File: src/design/gdr_pkg.sv
// Shared types, codes and arithmetic helpers for the gated delta-rule core.
`timescale 1ns / 1ps
package gdr_pkg;

  localparam logic OP_LOAD = 1'b0;
  localparam logic OP_PROC = 1'b1;

  localparam logic [1:0] REG_KEY_LENGTH     = 2'd0;
  localparam logic [1:0] REG_KEY_HEAD_COUNT = 2'd1;
  localparam logic [1:0] REG_QUERY_SCALE    = 2'd2;

  localparam logic signed [65:0] SAT_MAX = 66'sh0_7FFF_FFFF;
  localparam logic signed [65:0] SAT_MIN = -66'sh0_8000_0000;

  typedef struct packed {
    logic              op;
    logic [3:0]        head;
    logic [6:0]        element;
    logic signed [15:0] key_elem;
    logic signed [15:0] query_elem;
    logic signed [15:0] value_elem;
    logic [15:0]       decay;
    logic [15:0]       update_gain;
  } in_item_t;

  typedef struct packed {
    logic [3:0]         out_head;
    logic [6:0]         out_element;
    logic signed [31:0] out_value;
  } out_item_t;

  typedef struct packed {
    logic [7:0]  key_length;
    logic [4:0]  key_head_count;
    logic [15:0] query_scale;
  } cfg_t;

  typedef enum logic [2:0] {
    ST_CLEAR,
    ST_IDLE,
    ST_MOD,
    ST_PASS,
    ST_DRAIN,
    ST_SCALE_X,
    ST_SCALE_P,
    ST_SCALE_R
  } back_state_t;

  // Round half toward +infinity, then arithmetic shift right.
  function automatic logic signed [65:0] rnd_shift(input logic signed [65:0] x,
                                                   input int unsigned n);
    return (x + (66'sd1 <<< (n - 1))) >>> n;
  endfunction

  function automatic logic signed [31:0] sat32(input logic signed [65:0] x);
    if (x > SAT_MAX) return 32'sh7FFF_FFFF;
    if (x < SAT_MIN) return -32'sh8000_0000;
    return x[31:0];
  endfunction

endpackage

File: src/design/gdr_front.sv
// Input side: range check of incoming beats and a two-entry command queue.
`timescale 1ns / 1ps
module gdr_front #(
  parameter int MAX_KEY_DIM = 128,
  parameter int VALUE_DIM   = 128,
  parameter int VALUE_HEADS = 16,
  parameter int KEY_HEADS   = 16
) (
  input  logic              clk,
  input  logic              rst_n,
  input  logic              in_valid,
  output logic              in_ready,
  input  gdr_pkg::in_item_t in_data,
  input  logic              clearing,
  output logic              q_valid,
  output gdr_pkg::in_item_t q_item,
  input  logic              q_pop
);

  gdr_pkg::in_item_t fifo_r [2];
  logic       wr_ptr_r;
  logic       rd_ptr_r;
  logic [1:0] count_r;
  logic       in_range;
  logic       push;
  logic       pop;

  always_comb begin
    if (in_data.op == gdr_pkg::OP_LOAD) begin
      in_range = (32'(in_data.head) < KEY_HEADS) && (32'(in_data.element) < MAX_KEY_DIM);
    end else begin
      in_range = (32'(in_data.head) < VALUE_HEADS) && (32'(in_data.element) < VALUE_DIM);
    end
  end

  // Out-of-range beats are accepted and dropped here.
  assign in_ready = (count_r != 2'd2) && !clearing;
  assign push     = in_valid && in_ready && in_range;
  assign q_valid  = (count_r != 2'd0);
  assign q_item   = fifo_r[rd_ptr_r];
  assign pop      = q_pop && q_valid;

  always_ff @(posedge clk) begin
    if (!rst_n) begin
      wr_ptr_r <= 1'b0;
      rd_ptr_r <= 1'b0;
      count_r  <= 2'd0;
    end else begin
      if (push) wr_ptr_r <= ~wr_ptr_r;
      if (pop) rd_ptr_r <= ~rd_ptr_r;
      count_r <= count_r + 2'(push) - 2'(pop);
    end
  end

  always_ff @(posedge clk) begin
    if (push) fifo_r[wr_ptr_r] <= in_data;
  end

endmodule

File: config.mk
export PLATFORM = sky130hd
export DESIGN_NAME = gdr_front
export DESIGN_NICKNAME = d
export VERILOG_FILES = /design/src/design/gdr_pkg.sv /design/src/design/gdr_front.sv
export SDC_FILE = /design/constraint.sdc
export NUM_CORES = 1
export LEC_CHECK = 0
export BUFFER_PORTS_ARGS = -buffer_cell sky130_fd_sc_hd__buf_2
export CAP_MARGIN = 10
export CORE_ASPECT_RATIO = 0.6
export CORE_MARGIN = 8
export CORE_UTILIZATION = 56
export DETAILED_ROUTE_END_ITERATION = 10
export PLACE_DENSITY_LB_ADDON = 0.15
export SYNTH_ARGS = -nofsm -noshare
export SYNTH_HDL_FRONTEND = slang
export SYNTH_SLANG_ARGS = --single-unit
File: constraint.sdc
create_clock -name clk -period 6.6 [get_ports clk]
set_input_delay 1.32 -clock clk [delete_from_list [all_inputs] [get_ports clk]]
set_output_delay 1.32 -clock clk [all_outputs]
set_load 0.01 [all_outputs]
# == Word level (Yosys, flattened, before mapping) ==
# Memories as Yosys holds them, arrays and structs flattened. A register that Yosys moved wholly into a read port is not among the register bits.
# Index checks and enable logic that the tools add are counted.
# word_totals
reg_bits,4
latch_bits,0
mem_bits_rw,184
mem_bits_ro,0
output_inout_bits,94
elab_cells,18
n_memories,1
# memory_table
name,depth,word_bits,read_ports,rd_ports_with_merged_regs,wr,line,rtl
fifo_r,2,92,1,1,1,gdr_front.sv:20,gdr_pkg::in_item_t fifo_r [2];
# op_classes
addsub,2
mul,0
div_mod_pow,0
n_lt_le_gt_ge,0
n_eq_ne,1
shift,0
muxes,4
bitwise_logic,2
n_reduce_logical,5
# op_table
op,count
2-to-1 mux 1 bit,4
logical AND 1 bit,3
adder 2 x 1 -> 2 bit,1
inequality test 2 bit (second input constant),1
NOT 1 bit,2
nonzero test 2 bit,1
subtractor 2 x 1 -> 2 bit,1
zero test 1 bit,1

# == Logic depth before layout (Yosys ltp) ==
# Gate-level depths: netlist of run 1.
# logic_depth
word_depth,5
depth_mapped,9
ltp_nobuf,9

# == Worst setup path after synthesis of run 1 ==
# No wires, ideal clock.
# synth_timing
kind,input port to flip-flop
from,in clearing
to,"mem fifo_r[1][0] (netlist bit), enable pin"
setup_time_ns,0.462
arrival_ns,3.793
required_time_ns,6.138
slack_ns,2.345
path_stages,2
path_buffers,0
path_cell_list,nor2_1 > and3_1
# synth_via
elab_chain_cells,5
# synth_lines
item,line,rtl
start: declaration,gdr_front.sv:14,"input logic clearing,"
zero test 1 bit,gdr_front.sv:37,assign in_ready = (count_r != 2'd2) && !clearing;
logical AND 1 bit,gdr_front.sv:37,
logical AND 1 bit,gdr_front.sv:38,assign push = in_valid && in_ready && in_range;
2-to-1 mux 1 bit,gdr_front.sv:56,if (push) fifo_r[wr_ptr_r] <= in_data;
2-to-1 mux 1 bit (not written as such),gdr_front.sv:56,
end: declaration,gdr_front.sv:20,
# Every way passes these cells.

==> impl_metrics.py, run 1 <==
metrics = {
    "cts": {
        "reg_clk_slew_reported_paths_ns": 0.07,
        "clock_insertion_delay_worst_skew_ns": 0.41,
        "ctsResizeCount": 0,
        "numCtsBuffers": 17,
        "cts_tree": "done",
        "post_cts_buffers": 0,
        "post_cts_hold_buffer_count": 0,
        "cts-root-to-sink-buffers": 2,
        "clock-root-buffer": "clkbuf_16",
        "ctsHtreeMaxLevel": 4,
        "cts_sinks": 189,
    },
    "detailed_routing": {
        "route.vias.total": 3489,
        "initialDrtViolationCount": 204,
        "routedWlPerCell_um": 18.6,
        "vias_per_cell": 5.02,
        "detail_route.wirelength.met1_um": 5420,
        "drtPass1Iterations": 5,
        "route.final.wire_length_um": 12900,
        "highest-signal-layer": "met5",
        "route.met2.wl_um": 6350,
        "route.detailed.drc": 0,
        "postRouteAntennaNets": 0,
        "detailroute.wirelength.met3_um": 1010,
    },
    "yosys": {
        "yosysMostFrequentCell": "edfxtp_1",
        "most_used_standard_cells_in_the_synthesized_netlist": "edfxtp_1, mux2_1, mux2_2",
        "asyncSetResetFlopFracSynth_pct": 0,
        "synthCells": 314,
        "mappedNetlistArea_um2": 6910,
        "ys_ff_latch": 189,
        "synthesis.area_per_instance_um2": 22.0,
        "synthDominantCellAreaShare_pct": 79.9,
        "synth_largest_area_cell": "edfxtp_1",
        "dominantRegCellSynth": "edfxtp_1",
        "synthesis.yosys.warnings": 0,
        "count_of_unique_library_cells_instantiated_by_yosys": 23,
        "edff_count_synth": 184,
        "synth_top_cells_by_area": "edfxtp_1, mux2_1, mux2_2, dfxtp_1, buf_6",
        "synthesis.nets": 413,
        "synth-seq-area-share_pct": 81.4,
    },
    "layout": {
        "nNetsFinal": 615,
        "synthToLayoutAreaGrowth_pct": 23.8,
        "drive_gt1_share_pct": 45.4,
        "fillers": 798,
        "final_area_um2": 8560,
    },
    "outcome": {
        "run_status": "finished, final reports clean",
    },
    "critical_path": {
        "critical_path.slowest_cell": "dfxtp_4",
        "r2r_start": "count_r[1]",
        "worst-r2r-setup-slack_ns": 4.10,
        "critical_path.n_buffers_inverters": 2,
        "critPathMaxFanout": 55,
        "critical_path_class": "reg -> out",
        "path_delay_family": "flip-flops",
        "cp-end-kind": "primary output",
        "crit_arrival_ns": 2.44,
        "crit_path_start_kind": "flip-flop",
        "timing.critical_path.slowest_cell_delay_ns": 0.83,
        "cp_data_required_time_ns": 5.28,
        "r2r.worst_path.cells": 4,
        "r2r_end": "fifo_r[0][53]",
        "crit_chain": "buf_4 > mux2_1 > buf_2",
    },
    "job": {
        "max_cap_viol_count": 0,
    },
    "pwr": {
        "netSwitchingFraction_pct": 27.5,
        "seqPwrFrac_pct": 49.2,
        "leakage_nw": 3.20,
        "power-per-cell-area_nw_per_um2": 356,
        "total_switching_power_mw": 0.838,
        "combinationalPowerShare_pct": 19.8,
        "ir_worst_vdd_uv": 260,
        "power.clock.fraction_pct": 31.0,
        "power.internal_mw": 2.21,
    },
    "grt": {
        "first_global_vias": 3850,
        "largest_net_degree_at_the_start_of_global_routing": 56,
        "grt_first_pass_wirelength_um": 19700,
        "antenna_violations_before_repair": 1,
        "overflow": 0,
        "grt_usage_pct": 15.9,
    },
    "sta": {
        "post-route-period-util_pct": 57.0,
        "rsz0062_at_grt": "false",
        "final.setup.tns_ns": 0,
        "timing.final.crit_period_ns": 3.76,
        "worst-slew-pin-transition_ns": 0.814,
        "hold_viol_final": 0,
        "slew_viol_final": 0,
        "fmax_mhz": 266,
        "slew_headroom_pct": 45.7,
        "finalSetupViolations": 0,
        "clock-skew-final_ns": 0.00748,
    },
    "placed_design": {
        "globalplace.congestion": 0.734,
        "dpl.hpwl_um": 8900,
        "placedInstanceArea_um2": 8000,
        "buffer_ports.inserted": 190,
    },
    "worst_hold_path": {
        "worst_hold_path.num_cells": 2,
        "min_path_type": "reg -> reg",
        "hold_start": "wr_ptr_r",
        "worst_hold_path.endpoint": "wr_ptr_r",
    },
    "floorplanning": {
        "placeable_core_area_um2": 12100,
        "placement_rows": 31,
        "floorplan.io_pins": 191,
        "floorplan_die_area_um2": 16300,
        "floorplan.initialDensity_pct": 57.3,
        "floorplan.die.width_um": 159,
        "chipHeight_um": 102,
    },
}
[per-layer routing]
| metal | GRT usage (%) | vias to the layer above |
|---|---|---|
| met4 | 4.76 | 2 |
| met1 | 18.4 | 1707 |
| met2 | 26.4 | 118 |
| li1 | - | 1650 |
| met3 | 7.56 | 12 |
| met5 | 0 | - |
[cell type report]
class / count / area, µm² / share of cell area, %
well taps: 165 / 206 / 2.41
repair buffers: 193 / 973 / 11.4
multi-input cells: 112 / 1180 / 13.8
clock buffers: 17 / 425 / 4.97
inverters: 3 / 12.5 / 0.146
flip-flops and latches: 189 / 5630 / 65.8
clock inverters: 15 / 129 / 1.51
diodes: 1 / 2.50 / 0.0292
[logic make-up (layout without fill, tap and decap cells)]
logic type               count (synthesis)  count (layout)  share of synthesized area (%)
flip-flops                             189             189                           81.4
AO/OA/AOI/OAI                            3               3                          0.271
AND/OR/NAND/NOR                         13              13                           1.09
multiplexers                            92              92                           15.0
buffers and inverters                   13             228                           1.65
other                                    0               1                              0
XOR/XNOR                                 2               2                          0.253
adder cells (fa/ha/maj)                  2               2                          0.362
[worst min-delay path, stage by stage, from the launching register on]
cell and delay, ns:
dfxtp_1 0.32, o21ai_0 0.07, a21oi_1 0.06
[worst max-delay path by stage]
stage,cells after the start,start,to
global placement,5,clearing,fifo_r[0][64]
global route,3,flip-flop,q_item[46]
CTS,3,flip-flop,q_item[46]
finish,3,flip-flop,q_item[46]
detailed placement,5,clearing,fifo_r[0][67]
floorplan,2,clearing,fifo_r[1][0]
[through the flow]
step                worst slack [ns]  util (%)  instances  power (mW)  hold WS (ns)
detailed placement              3.01      66.3        662        2.14         0.482
CTS                             2.81      70.9        694        3.08         0.492
global placement                3.04      66.3        662        2.13         0.481
global route                    2.68      70.9        694        3.18         0.551
finish                          2.84      70.9        695        3.04         0.496
floorplan                       2.35         -        314        1.90         0.458
[power by group through the flow]
stage,Sequential (mW),Clock [mW],Combinational [mW]
after floorplan,1.47,0,0.431
after global placement,1.52,0,0.606
after detailed placement,1.53,0,0.613
after CTS,1.50,0.964,0.618
after global routing,1.51,1.02,0.654
final,1.50,0.943,0.602
[flip-flops by register name, indices dropped and copies added, names as in the netlist, named ones only]
signal,count
count_r,2
fifo_r,184
rd_ptr_r,1
wr_ptr_r,1
[layout by cell type (no fill, tap or decap), drive strengths merged]
master	synthesis	final
nand2	1	1
clkinv	0	6
xnor2	1	1
dfxtp	5	5
buf	10	193
edfxtp	184	184
diode	0	1
and2	2	2
ha	2	2
o21ai	1	1
o21a	1	1
or2	1	1
clkinvlp	0	3
xor2	1	1
mux2	92	92
nor3	1	1
or3	1	1
clkbuf	0	17
nand2b	1	1
and3	1	1
nor2b	1	1
inv	3	9
a21oi	1	1
nor2	4	4
No activity file was read; power rests on OpenSTA's default activity.
==> inputs of run 2 (changes only) <==
--- a/config.mk
+++ b/config.mk
@@ -9,7 +9,7 @@
 export CAP_MARGIN = 10
 export CORE_ASPECT_RATIO = 0.6
 export CORE_MARGIN = 8
-export CORE_UTILIZATION = 56
+export CORE_UTILIZATION = 47
 export DETAILED_ROUTE_END_ITERATION = 10
 export PLACE_DENSITY_LB_ADDON = 0.15
 export SYNTH_ARGS = -nofsm -noshare
==> constraint.sdc (replaced) <==
create_clock -name clk -period 3.19 [get_ports clk]
set_input_delay 0.638 -clock clk [delete_from_list [all_inputs] [get_ports clk]]
set_output_delay 0.638 -clock clk [all_outputs]
set_load 0.01 [all_outputs]
==> impl_metrics.py, run 2 (synthesis results as in run 1) <==
metrics = {
    "detailed_routing": {
        "route.detailed.drc": 0,
        "detailroute.wirelength.met3_um": 1110,
        "highest-signal-layer": "met4",
        "route.final.wire_length_um": 13900,
        "route.vias.total": 3549,
        "detail_route.wirelength.met1_um": 6250,
        "postRouteAntennaNets": 0,
        "routedWlPerCell_um": 19.0,
        "route.met2.wl_um": 6380,
        "initialDrtViolationCount": 223,
        "drtPass1Iterations": 5,
        "vias_per_cell": 4.87,
    },
    "pwr": {
        "power.internal_mw": 4.88,
        "combinationalPowerShare_pct": 20.5,
        "leakage_nw": 3.24,
        "fin_total_pwr_mw": 6.59,
        "total_switching_power_mw": 1.70,
        "netSwitchingFraction_pct": 25.9,
        "power-per-cell-area_nw_per_um2": 755,
        "ir_worst_vdd_uv": 385,
        "power.clock.fraction_pct": 33.1,
        "seqPwrFrac_pct": 46.4,
    },
    "floorplanning": {
        "floorplan.die.width_um": 173,
        "placeable_core_area_um2": 14400,
        "floorplan.io_pins": 191,
        "placement_rows": 34,
        "chipHeight_um": 110,
        "floorplan_die_area_um2": 19000,
        "floorplan.initialDensity_pct": 47.9,
    },
    "placed_design": {
        "globalplace.congestion": 0.720,
        "buffer_ports.inserted": 190,
        "dpl.hpwl_um": 9500,
        "placed_cells_incl_taps": 699,
    },
    "layout": {
        "filler_free_cell_count_of_the_finished_design": 729,
        "drive_gt1_share_pct": 45.7,
        "layout_common_cells": "buf_2, edfxtp_1, mux2_1, clkbuf_16, mux2_2",
        "registers.top_by_ff_count": "fifo_r",
        "nNetsFinal": 619,
        "synthToLayoutAreaGrowth_pct": 26.2,
        "largest_registers": "fifo_r: 184 flops, count_r: 2 flops",
        "largest_register_ff_count": 184,
        "layout.cells.most_common": "buf_2",
    },
    "worst_hold_path": {
        "worst_hold_path.endpoint": "fifo_r[1][51]",
        "hold_start": "in_data[51]",
        "min_path_type": "in -> reg",
        "worst_hold_path.num_cells": 1,
    },
    "cts": {
        "cts_tree": "done",
        "post_cts_buffers": 0,
        "numCtsBuffers": 17,
        "cts-root-to-sink-buffers": 2,
        "clock_insertion_delay_worst_skew_ns": 0.41,
        "ctsHtreeMaxLevel": 4,
        "cts_sinks": 189,
        "post_cts_hold_buffer_count": 0,
        "reg_clk_slew_reported_paths_ns": 0.07,
        "ctsResizeCount": 0,
        "clock-root-buffer": "clkbuf_16",
    },
    "critical_path": {
        "cp-end-kind": "primary output",
        "r2r_end": "fifo_r[0][46]",
        "crit_arrival_ns": 1.93,
        "cp_data_required_time_ns": 2.55,
        "critPathMaxFanout": 31,
        "worst-r2r-setup-slack_ns": 1.19,
        "r2r.worst_path.cells": 4,
        "crit_path_start_kind": "flip-flop",
        "critical_path_class": "reg -> out",
        "r2r_start": "count_r[0]",
    },
    "grt": {
        "antenna_violations_before_repair": 0,
        "grt_first_pass_wirelength_um": 21300,
        "largest_net_degree_at_the_start_of_global_routing": 81,
        "first_global_vias": 3885,
        "grt_usage_pct": 14.7,
        "overflow": 0,
    },
    "outcome": {
        "run_status": "finished, final reports clean",
    },
    "sta": {
        "final.setup.tns_ns": 0,
        "fmax_mhz": 390,
        "rsz0062_at_grt": "false",
        "timing.final.crit_period_ns": 2.57,
        "hold_viol_final": 0,
        "finalSetupViolations": 0,
        "slew_viol_final": 0,
        "post-route-period-util_pct": 80.4,
        "slew_headroom_pct": 68.6,
        "clock-skew-final_ns": 0.0126,
        "worst-slew-pin-transition_ns": 0.471,
    },
    "job": {
        "max_cap_viol_count": 0,
    },
}
## run 2: worst max-delay path by stage
| stage | to | cells past startpoint | slack (ns) |
|---|---|---|---|
| after detailed placement | fifo_r[0][69] | 5 | 0.82 |
| after CTS | q_item[11] | 3 | 0.58 |
| after global routing | q_item[11] | 3 | 0.51 |
| final | q_item[37] | 3 | 0.62 |
| after floorplan | fifo_r[0][0] | 3 | 0.58 |
| after global placement | fifo_r[0][63] | 5 | 0.85 |
## run 2: metrics by stage
step           utilization [%]  hold WS (ns)  cell area [µm²]  worst slack, ns
2_1_floorplan                -         0.458             6920            0.576
3_3_place_gp              56.2         0.483             8110            0.845
3_5_place_dp              56.2         0.499             8110            0.823
4_1_cts                   60.5         0.392             8720            0.576
5_1_grt                   60.5         0.388             8720            0.510
6_report                  60.5         0.408             8720            0.624
## run 2: metal layers
metal	vias up	global-route usage, %
met3	11	5.76
met4	0	4.82
met1	1755	18.8
met5	-	0
li1	1645	-
met2	138	22.8
## run 2: worst max-delay path, stage by stage, from the launching register on
cell and delay (ns):
dfxtp_4 0.65, buf_4 0.34, mux2_1 0.38, buf_2 0.16
## run 2: cell type report
class | count | area, µm²
clock inverters | 12 | 185
flip-flops and latches | 189 | 5630
diodes | 1 | 2.50
fillers | 1071 | 5700
clock buffers | 17 | 425
repair buffers | 197 | 1040
well taps | 198 | 248
inverters | 3 | 15.0
multi-input cells | 112 | 1180
## run 2: power by group through the flow
stage | clock, mW | combinational, mW | sequential (mW)
floorplan | 0 | 0.894 | 3.04
global placement | 0 | 1.36 | 3.11
detailed placement | 0 | 1.37 | 3.12
CTS | 2.23 | 1.38 | 3.06
global route | 2.32 | 1.47 | 3.08
finish | 2.18 | 1.35 | 3.06
